### config.mk
export PLATFORM = sky130hd
export DESIGN_NAME = ordered_list_engine
export DESIGN_NICKNAME = d
export VERILOG_FILES = /design/src/rtl/ole_pkg.sv /design/src/rtl/ole_dp.sv /design/src/rtl/ole_ctrl.sv /design/src/rtl/ordered_list_engine.sv
export SDC_FILE = /design/constraint.sdc
export NUM_CORES = 2
export LEC_CHECK = 0
export ABC_AREA = 1
export BUFFER_PORTS_ARGS = -buffer_cell sky130_fd_sc_hd__buf_4
export CORE_MARGIN = 2
export CORE_UTILIZATION = 56
export CTS_CLUSTER_SIZE = 25
export DETAILED_ROUTE_END_ITERATION = 10
export PLACE_DENSITY = 0.7
export SLEW_MARGIN = 10
export SYNTH_ARGS = -nofsm -noshare
export SYNTH_HDL_FRONTEND = slang
export SYNTH_SLANG_ARGS = --single-unit
### constraint.sdc
create_clock -name clk -period 11.4 [get_ports clk]
set_input_delay 0.57 -clock clk [delete_from_list [all_inputs] [get_ports clk]]
set_output_delay 0.57 -clock clk [all_outputs]
set_load 0.02 [all_outputs]
### src/rtl/ole_pkg.sv
// ----------------------------------------------------------------------------
// ole_pkg
// types and constants of the ordered list engine
// ----------------------------------------------------------------------------
package ole_pkg;

	localparam int OLE_CAPACITY = 64;

	typedef enum logic [2:0] {
		K_INS_FRONT  = 3'd0,
		K_INS_BACK   = 3'd1,
		K_INS_BEFORE = 3'd2,
		K_DEL_VALUE  = 3'd3,
		K_DEL_FRONT  = 3'd4,
		K_DEL_BACK   = 3'd5,
		K_CLEAR      = 3'd6,
		K_NOP        = 3'd7
	} kind_t;

	typedef enum logic [1:0] {
		ST_OK        = 2'd0,
		ST_NOT_FOUND = 2'd1,
		ST_EMPTY     = 2'd2,
		ST_FULL      = 2'd3
	} status_t;

	typedef enum logic [3:0] {
		CMD_NONE,
		CMD_LATCH,
		CMD_RD_HEAD,
		CMD_WALK,
		CMD_GRAB,
		CMD_BACK_FOUND,
		CMD_UNLINK,
		CMD_GIVE,
		CMD_RD_FREE,
		CMD_TAKE,
		CMD_FIX,
		CMD_CLEAR,
		CMD_RD_FRONT,
		CMD_CAP_FRONT,
		CMD_CAP_BACK
	} cmd_t;

	typedef enum logic [3:0] {
		S_IDLE,
		S_DISPATCH,
		S_SRCH,
		S_BWALK,
		S_GRAB,
		S_UNLINK,
		S_GIVE,
		S_RDFREE,
		S_TAKE,
		S_FIX,
		S_FIN1,
		S_FIN2,
		S_FIN3,
		S_DONE
	} state_t;

	typedef struct packed {
		kind_t kind;
		logic  full;
		logic  empty;
		logic  head_is_tail;
		logic  hit;
		logic  link_nil;
		logic  link_is_tail;
	} dp_stat_t;

endpackage

### src/rtl/ole_dp.sv
// ----------------------------------------------------------------------------
// ole_dp
// node pool memories, list pointers, walk registers and result registers
// ----------------------------------------------------------------------------
module ole_dp #(
	parameter int CAPACITY = ole_pkg::OLE_CAPACITY,
	parameter int IW = $clog2(CAPACITY + 1)
) (
	input  logic                   clk,
	input  logic                   arst_n,
	input  ole_pkg::cmd_t          cmd,
	input  logic [2:0]             kind,
	input  logic signed [31:0]     value,
	input  logic signed [31:0]     target,
	output ole_pkg::dp_stat_t      stat,
	output logic signed [31:0]     front_value,
	output logic signed [31:0]     back_value,
	output logic [IW-1:0]          count
);
	import ole_pkg::*;

	localparam int AW = (CAPACITY > 2) ? $clog2(CAPACITY) : 1;
	localparam logic [IW-1:0] NIL = IW'(CAPACITY);

	logic [31:0]   val_mem  [CAPACITY];
	logic [IW-1:0] link_mem [CAPACITY];

	kind_t              kind_q;
	logic signed [31:0] value_q, target_q;
	logic [IW-1:0]      head_q, tail_q, free_q, fresh_q, count_q;
	logic [IW-1:0]      cur_q, prev_q, nx_q, n_q, raddr_q;
	logic [31:0]        vdata_q;
	logic [IW-1:0]      lrd_q;
	logic signed [31:0] front_q, back_q;

	logic [IW-1:0] ldata, ra, lw_addr, lw_data, newlink;
	logic          lw_en;
	logic [31:0]   key;

	// nodes at or above the fresh mark are free and implicitly chained to i+1
	assign ldata = (raddr_q >= fresh_q) ? IW'(raddr_q + 1'b1) : lrd_q;
	assign key   = (kind_q == K_INS_BEFORE) ? target_q : value_q;

	assign stat.kind         = kind_q;
	assign stat.full         = (count_q == NIL);
	assign stat.empty        = (head_q == NIL);
	assign stat.head_is_tail = (head_q == tail_q);
	assign stat.hit          = (vdata_q == key);
	assign stat.link_nil     = (ldata == NIL);
	assign stat.link_is_tail = (ldata == tail_q);

	always_comb begin
		case (kind_q)
			K_INS_FRONT:  newlink = head_q;
			K_INS_BEFORE: newlink = cur_q;
			default:      newlink = NIL;
		endcase
	end

	always_comb begin
		case (cmd)
			CMD_RD_HEAD, CMD_RD_FRONT: ra = head_q;
			CMD_WALK:                  ra = ldata;
			CMD_RD_FREE:               ra = free_q;
			CMD_CAP_FRONT:             ra = tail_q;
			default:                   ra = raddr_q;
		endcase
	end

	always_comb begin
		lw_en   = 1'b0;
		lw_addr = free_q;
		lw_data = NIL;
		case (cmd)
			CMD_TAKE: begin
				lw_en   = 1'b1;
				lw_data = newlink;
			end
			CMD_FIX: begin
				lw_en   = (prev_q != NIL);
				lw_addr = prev_q;
				lw_data = n_q;
			end
			CMD_UNLINK: begin
				lw_en   = (prev_q != NIL);
				lw_addr = prev_q;
				lw_data = nx_q;
			end
			CMD_GIVE: begin
				lw_en   = 1'b1;
				lw_addr = cur_q;
				lw_data = free_q;
			end
			default: begin
				lw_en = 1'b0;
			end
		endcase
	end

	always_ff @(posedge clk) begin
		if (lw_en) begin
			link_mem[lw_addr[AW-1:0]] <= lw_data;
		end
		if (cmd == CMD_TAKE) begin
			val_mem[free_q[AW-1:0]] <= value_q;
		end
		vdata_q <= val_mem[ra[AW-1:0]];
		lrd_q   <= link_mem[ra[AW-1:0]];
		raddr_q <= ra;
	end

	always_ff @(posedge clk) begin
		case (cmd)
			CMD_LATCH: begin
				kind_q   <= kind_t'(kind);
				value_q  <= value;
				target_q <= target;
			end
			CMD_RD_HEAD: begin
				cur_q  <= head_q;
				prev_q <= NIL;
			end
			CMD_WALK: begin
				prev_q <= cur_q;
				cur_q  <= ldata;
			end
			CMD_GRAB: begin
				nx_q <= ldata;
			end
			CMD_BACK_FOUND: begin
				prev_q <= cur_q;
				cur_q  <= tail_q;
				nx_q   <= NIL;
			end
			CMD_TAKE: begin
				n_q <= free_q;
				if (kind_q == K_INS_FRONT) begin
					prev_q <= NIL;
				end else if (kind_q == K_INS_BACK) begin
					prev_q <= tail_q;
				end
			end
			CMD_CAP_FRONT: begin
				front_q <= (head_q == NIL) ? -32'sd1 : $signed(vdata_q);
			end
			CMD_CAP_BACK: begin
				back_q <= (tail_q == NIL) ? -32'sd1 : $signed(vdata_q);
			end
			default: begin
				n_q <= n_q;
			end
		endcase
	end

	always_ff @(posedge clk or negedge arst_n) begin
		if (!arst_n) begin
			head_q  <= NIL;
			tail_q  <= NIL;
			free_q  <= '0;
			fresh_q <= '0;
			count_q <= '0;
		end else begin
			case (cmd)
				CMD_TAKE: begin
					count_q <= IW'(count_q + 1'b1);
					if (free_q >= fresh_q) begin
						free_q  <= IW'(free_q + 1'b1);
						fresh_q <= IW'(fresh_q + 1'b1);
					end else begin
						free_q <= ldata;
					end
					case (kind_q)
						K_INS_FRONT: begin
							head_q <= free_q;
							if (tail_q == NIL) begin
								tail_q <= free_q;
							end
						end
						K_INS_BACK: begin
							if (tail_q == NIL) begin
								head_q <= free_q;
							end
							tail_q <= free_q;
						end
						default: begin
							if (prev_q == NIL) begin
								head_q <= free_q;
							end
						end
					endcase
				end
				CMD_UNLINK: begin
					if (prev_q == NIL) begin
						head_q <= nx_q;
					end
					if (tail_q == cur_q) begin
						tail_q <= prev_q;
					end
				end
				CMD_GIVE: begin
					free_q  <= cur_q;
					count_q <= IW'(count_q - 1'b1);
				end
				CMD_CLEAR: begin
					head_q  <= NIL;
					tail_q  <= NIL;
					free_q  <= '0;
					fresh_q <= '0;
					count_q <= '0;
				end
				default: begin
					count_q <= count_q;
				end
			endcase
		end
	end

	assign front_value = front_q;
	assign back_value  = back_q;
	assign count       = count_q;

endmodule

### src/rtl/ole_ctrl.sv
// ----------------------------------------------------------------------------
// ole_ctrl
// operation sequencer of the ordered list engine
// ----------------------------------------------------------------------------
module ole_ctrl (
	input  logic              clk,
	input  logic              arst_n,
	input  logic              start,
	input  ole_pkg::dp_stat_t stat,
	output ole_pkg::cmd_t     cmd,
	output logic              busy,
	output logic              done,
	output logic [1:0]        status
);
	import ole_pkg::*;

	state_t  state_q, state_d;
	status_t status_q, status_d;

	always_ff @(posedge clk or negedge arst_n) begin
		if (!arst_n) begin
			state_q  <= S_IDLE;
			status_q <= ST_OK;
		end else begin
			state_q  <= state_d;
			status_q <= status_d;
		end
	end

	always_comb begin
		state_d  = state_q;
		status_d = status_q;
		cmd      = CMD_NONE;
		case (state_q)
			S_IDLE: begin
				if (start) begin
					cmd     = CMD_LATCH;
					state_d = S_DISPATCH;
				end
			end
			S_DISPATCH: begin
				status_d = ST_OK;
				state_d  = S_FIN1;
				case (stat.kind)
					K_INS_FRONT, K_INS_BACK: begin
						if (stat.full) begin
							status_d = ST_FULL;
						end else begin
							cmd     = CMD_RD_FREE;
							state_d = S_TAKE;
						end
					end
					K_INS_BEFORE: begin
						if (stat.full) begin
							status_d = ST_FULL;
						end else if (stat.empty) begin
							status_d = ST_NOT_FOUND;
						end else begin
							cmd     = CMD_RD_HEAD;
							state_d = S_SRCH;
						end
					end
					K_DEL_VALUE: begin
						if (stat.empty) begin
							status_d = ST_EMPTY;
						end else begin
							cmd     = CMD_RD_HEAD;
							state_d = S_SRCH;
						end
					end
					K_DEL_FRONT: begin
						if (stat.empty) begin
							status_d = ST_EMPTY;
						end else begin
							cmd     = CMD_RD_HEAD;
							state_d = S_GRAB;
						end
					end
					K_DEL_BACK: begin
						if (stat.empty) begin
							status_d = ST_EMPTY;
						end else begin
							cmd     = CMD_RD_HEAD;
							state_d = stat.head_is_tail ? S_GRAB : S_BWALK;
						end
					end
					K_CLEAR: begin
						cmd = CMD_CLEAR;
					end
					default: begin
						state_d = S_FIN1;
					end
				endcase
			end
			S_SRCH: begin
				if (stat.hit) begin
					cmd     = CMD_GRAB;
					state_d = (stat.kind == K_INS_BEFORE) ? S_RDFREE : S_UNLINK;
				end else if (stat.link_nil) begin
					status_d = ST_NOT_FOUND;
					state_d  = S_FIN1;
				end else begin
					cmd = CMD_WALK;
				end
			end
			S_BWALK: begin
				if (stat.link_is_tail) begin
					cmd     = CMD_BACK_FOUND;
					state_d = S_UNLINK;
				end else begin
					cmd = CMD_WALK;
				end
			end
			S_GRAB: begin
				cmd     = CMD_GRAB;
				state_d = S_UNLINK;
			end
			S_UNLINK: begin
				cmd     = CMD_UNLINK;
				state_d = S_GIVE;
			end
			S_GIVE: begin
				cmd     = CMD_GIVE;
				state_d = S_FIN1;
			end
			S_RDFREE: begin
				cmd     = CMD_RD_FREE;
				state_d = S_TAKE;
			end
			S_TAKE: begin
				cmd     = CMD_TAKE;
				state_d = S_FIX;
			end
			S_FIX: begin
				cmd     = CMD_FIX;
				state_d = S_FIN1;
			end
			S_FIN1: begin
				cmd     = CMD_RD_FRONT;
				state_d = S_FIN2;
			end
			S_FIN2: begin
				cmd     = CMD_CAP_FRONT;
				state_d = S_FIN3;
			end
			S_FIN3: begin
				cmd     = CMD_CAP_BACK;
				state_d = S_DONE;
			end
			S_DONE: begin
				state_d = S_IDLE;
			end
			default: begin
				state_d = S_IDLE;
			end
		endcase
	end

	assign busy   = (state_q != S_IDLE);
	assign done   = (state_q == S_DONE);
	assign status = status_q;

endmodule

### src/rtl/ordered_list_engine.sv
// ----------------------------------------------------------------------------
// ordered_list_engine
// bounded singly linked list of signed 32-bit values in a node pool
// ----------------------------------------------------------------------------
// One operation per item, one result per item. An item is taken when start is
// high and busy is low; its result appears for one cycle with done high and
// must be captured then. Busy stays high through the done cycle, so the next
// item can be taken in the cycle after done. An operation that needs no walk
// (insert at front or back, delete front, delete back of a one-node list,
// clear, refusals) never enters the search or back-walk state. Insert before a
// target, delete by value and delete back walk the list one node per cycle
// through the node memory read port. No clearing pass is needed after reset
// or clear.
module ordered_list_engine #(
	parameter int CAPACITY = ole_pkg::OLE_CAPACITY,
	parameter int IW = $clog2(CAPACITY + 1)
) (
	input  logic               clk,
	input  logic               arst_n,
	input  logic               start,
	output logic               busy,
	input  logic [2:0]         kind,
	input  logic signed [31:0] value,
	input  logic signed [31:0] target,
	output logic               done,
	output logic [1:0]         status,
	output logic signed [31:0] front_value,
	output logic signed [31:0] back_value,
	output logic [IW-1:0]      count
);
	import ole_pkg::*;

	cmd_t     cmd;
	dp_stat_t stat;

	ole_ctrl u_ctrl (
		.clk    (clk),
		.arst_n (arst_n),
		.start  (start),
		.stat   (stat),
		.cmd    (cmd),
		.busy   (busy),
		.done   (done),
		.status (status)
	);

	ole_dp #(
		.CAPACITY (CAPACITY),
		.IW       (IW)
	) u_dp (
		.clk         (clk),
		.arst_n      (arst_n),
		.cmd         (cmd),
		.kind        (kind),
		.value       (value),
		.target      (target),
		.stat        (stat),
		.front_value (front_value),
		.back_value  (back_value),
		.count       (count)
	);

endmodule

==> qor.txt <==
Standard-cell rows = 170
Hpwl dp = 196000 um
Crit-path max FO = 79
Initial core utilization = 0.564
RD Place Congestion = 0.907
DIE AREA = 221000 um2
Worst Hold Class = in -> reg
Port bufs = 144
TNS Setup = 0 ns
Critical Path End Type = flip-flop
DRT iter0 DRCs = 12000
Final min period = 9.17 ns
# fillers = 16500
Clk sinks = 2742
Area grow syn2layout = 11.2%
Worst EP required = 12.18 ns
Slew Viols, Final = 0
CP Launch Type = flip-flop
I/O Pins = 145
Post-route non-filler standard cell count = 14200
Total setup buffers inserted after CTS = 0
Final Hold Viols = 0
Kind of critical path = reg -> reg
Clock root buffer = clkbuf_16
Most used cell, CP = nand2_1
Final ANT Viol Nets = 0
Ys async rst share = 0.0150
Deepest clock path buffer count = 4
Die Wd = 470 um
Share of cells above drive strength 1 = 0.0742
Global-route usage over all layers = 0.322
Crit share post-route = 0.804
Synthesis warning total = 0
Total number of vias = 85500
RSZ-0062 raised after global routing = false
Number of synthesized flops with an enable pin = 2656
Mapped Cells = 11200
Clk slew on worst S/H paths = 0.06 ns
CTS tree = yes
Die height = 470 um
Slew margin rel. = 0.194
Total grt overflow = 0
Post-synthesis sequential area ratio = 0.673
Max incr delay on CP = 0.84 ns
# DRC = 0
Fin nets = 11300
H-Tree Depth = 5
Number of synthesized register bits = 2742
Initial antenna violation count = 10
Netlist cell types = 54
Worst slew pin tran = 1.21 ns
Worst EP arrival = 9.95 ns
Synthesized Nets = 11300
Vias in the first global route = 82100
Syn Std Cell Area = 121000 um2
Post-Route WL = 362000 um
CP max-delay cell = buf_4
Max-Cap Viols = 0
Drt wl/cell = 25.5 um
Fmax = 109 MHz
Later-pin clock latency in the skew report = 0.93 ns
Initial DRT Pass Iterations = 7
Final setup violation count = 0
Mean Syn Cell Area = 10.9 um2
Vias per cell = 6.01
DP Cell Count = 13600
Core Region = 215000 um2
Main synth FF type = edfxtp_1
First-pass GRT wire length = 532000 um
Largest net degree at the start of global routing = 186
CTS buffer count = 300
Clock skew = 0.0511 ns
Outcome = completed
-- cell usage in the layout, fill, tap and decap left out, drive strengths merged, types with 36 or more instances in the layout --
cell type	n
buf	351
o21ai	76
nand4	36
nor2	202
nand2	2003
inv	1682
clkbuf	371
nand3	2686
dlygate4sd3	68
nand3b	866
dfxtp	45
clkinv	113
edfxtp	2656
dfrtp	39
-- cell families (layout without fill, tap and decap cells) --
group                    Yosys count  count (layout)  synth area share
AO/OA/AOI/OAI                    175             175           0.00866
other                              0               5                 0
buffers and inverters           2387            2607            0.0788
XOR/XNOR                          15              15           0.00108
AND/OR/NAND/NOR                 5820            5820             0.236
adder cells (fa/ha/maj)           23              23           0.00243
flip-flops                      2742            2742             0.673
-- registers in the layout (all words and copies together) (netlist names) --
name,cells
u_dp.target_q,32
u_dp.fresh_q,7
u_dp.prev_q,7
u_dp.nx_q,7
u_dp.back_value,32
u_dp.vdata_q,32
u_dp.lrd_q,7
u_dp.link_mem,448
u_ctrl.state_q,4
u_dp.kind_q,3
u_dp.n_q,7
u_dp.free_q,7
u_dp.front_value,32
u_ctrl.status,2
u_dp.count,7
u_dp.tail_q,7
u_dp.value_q,32
u_dp.raddr_q,7
u_dp.head_q,7
u_dp.cur_q,7
u_dp.val_mem,2048
-- worst max-delay path, delay by kind of cell (launching register included) --
family                 cells  cell delay (ns)
flip-flops                 1             0.52
AND/OR/NAND/NOR           23             5.09
buffers and inverters      5             3.24
-- per-layer routing --
metal	track usage	wire length, um
met1	0.433	139000
met2	0.514	170000
met3	0.0541	35500
met4	0.151	18200
met5	0	27
-- per-stage QoR --
stage | hold WS [ns] | setup WS, ns | utilization | area (um2)
finish | 0.0918 | 2.23 | 0.628 | 135000
global route | 0.121 | 1.62 | 0.628 | 135000
CTS | 0.0313 | 2.46 | 0.628 | 135000
detailed placement | 0.452 | 2.47 | 0.582 | 125000
global placement | 0.440 | 2.49 | 0.582 | 125000
floorplan | 0.274 | 5.37 | - | 121000
-- final timing paths --
kind / startpoint / endpoint / slack (ns) / cells after the start
worst max register to register: u_dp.kind_q[2] / u_dp.vdata_q[12] / 2.23 / 28
worst min-delay path: start / u_ctrl.state_q[0] / 0.09 / 5
max in group asynchronous: arst_n / u_dp.fresh_q[5] / 10.71 / 2
worst min register to register: u_dp.fresh_q[5] / u_dp.fresh_q[6] / 0.46 / 1
worst max-delay path: u_dp.kind_q[2] / u_dp.vdata_q[12] / 2.23 / 28
min in group asynchronous: arst_n / u_dp.tail_q[5] / 0.24 / 2
-- what timing repair did --
action | CTS | global route
gates resized for setup | 0 | 0
endpoints found under the hold margin | 106 | 0
hold buffers | 68 | 0
-- cell usage after synthesis (12+ instances only) --
cell         n  share of area
a21oi_1     30         0.0012
o22ai_1     25         0.0013
nand3_1   2682           0.11
buf_4       43         0.0027
edfxtp_1  2656           0.66
buf_2      306          0.013
nor2_1     196         0.0061
nand3b_1   866          0.054
dfrtp_1     39         0.0080
ha_1        22         0.0023
nand4_1     36         0.0019
clkbuf_1   247         0.0076
dfxtp_1     45         0.0074
o21ai_0     71         0.0029
buf_1       99         0.0031
nor3_1      12        0.00049
inv_1     1673          0.052
nand2_1   1999          0.062
-- final cells by class --
cell class	count	area (um2)	area share
antenna	5	12.5	0.0000927
clock buffer	371	8030	0.0595
clock inverter	133	991	0.00734
inverter	1684	6350	0.0470
multi-input combinational	6033	30800	0.228
sequential	2742	81700	0.605
tap	2838	3550	0.0263
timing repair buffer	419	3500	0.0260
Power is left out: the tool's default activity adds up to more than one toggle a clock period on the data nets, which glitch-free logic cannot reach.
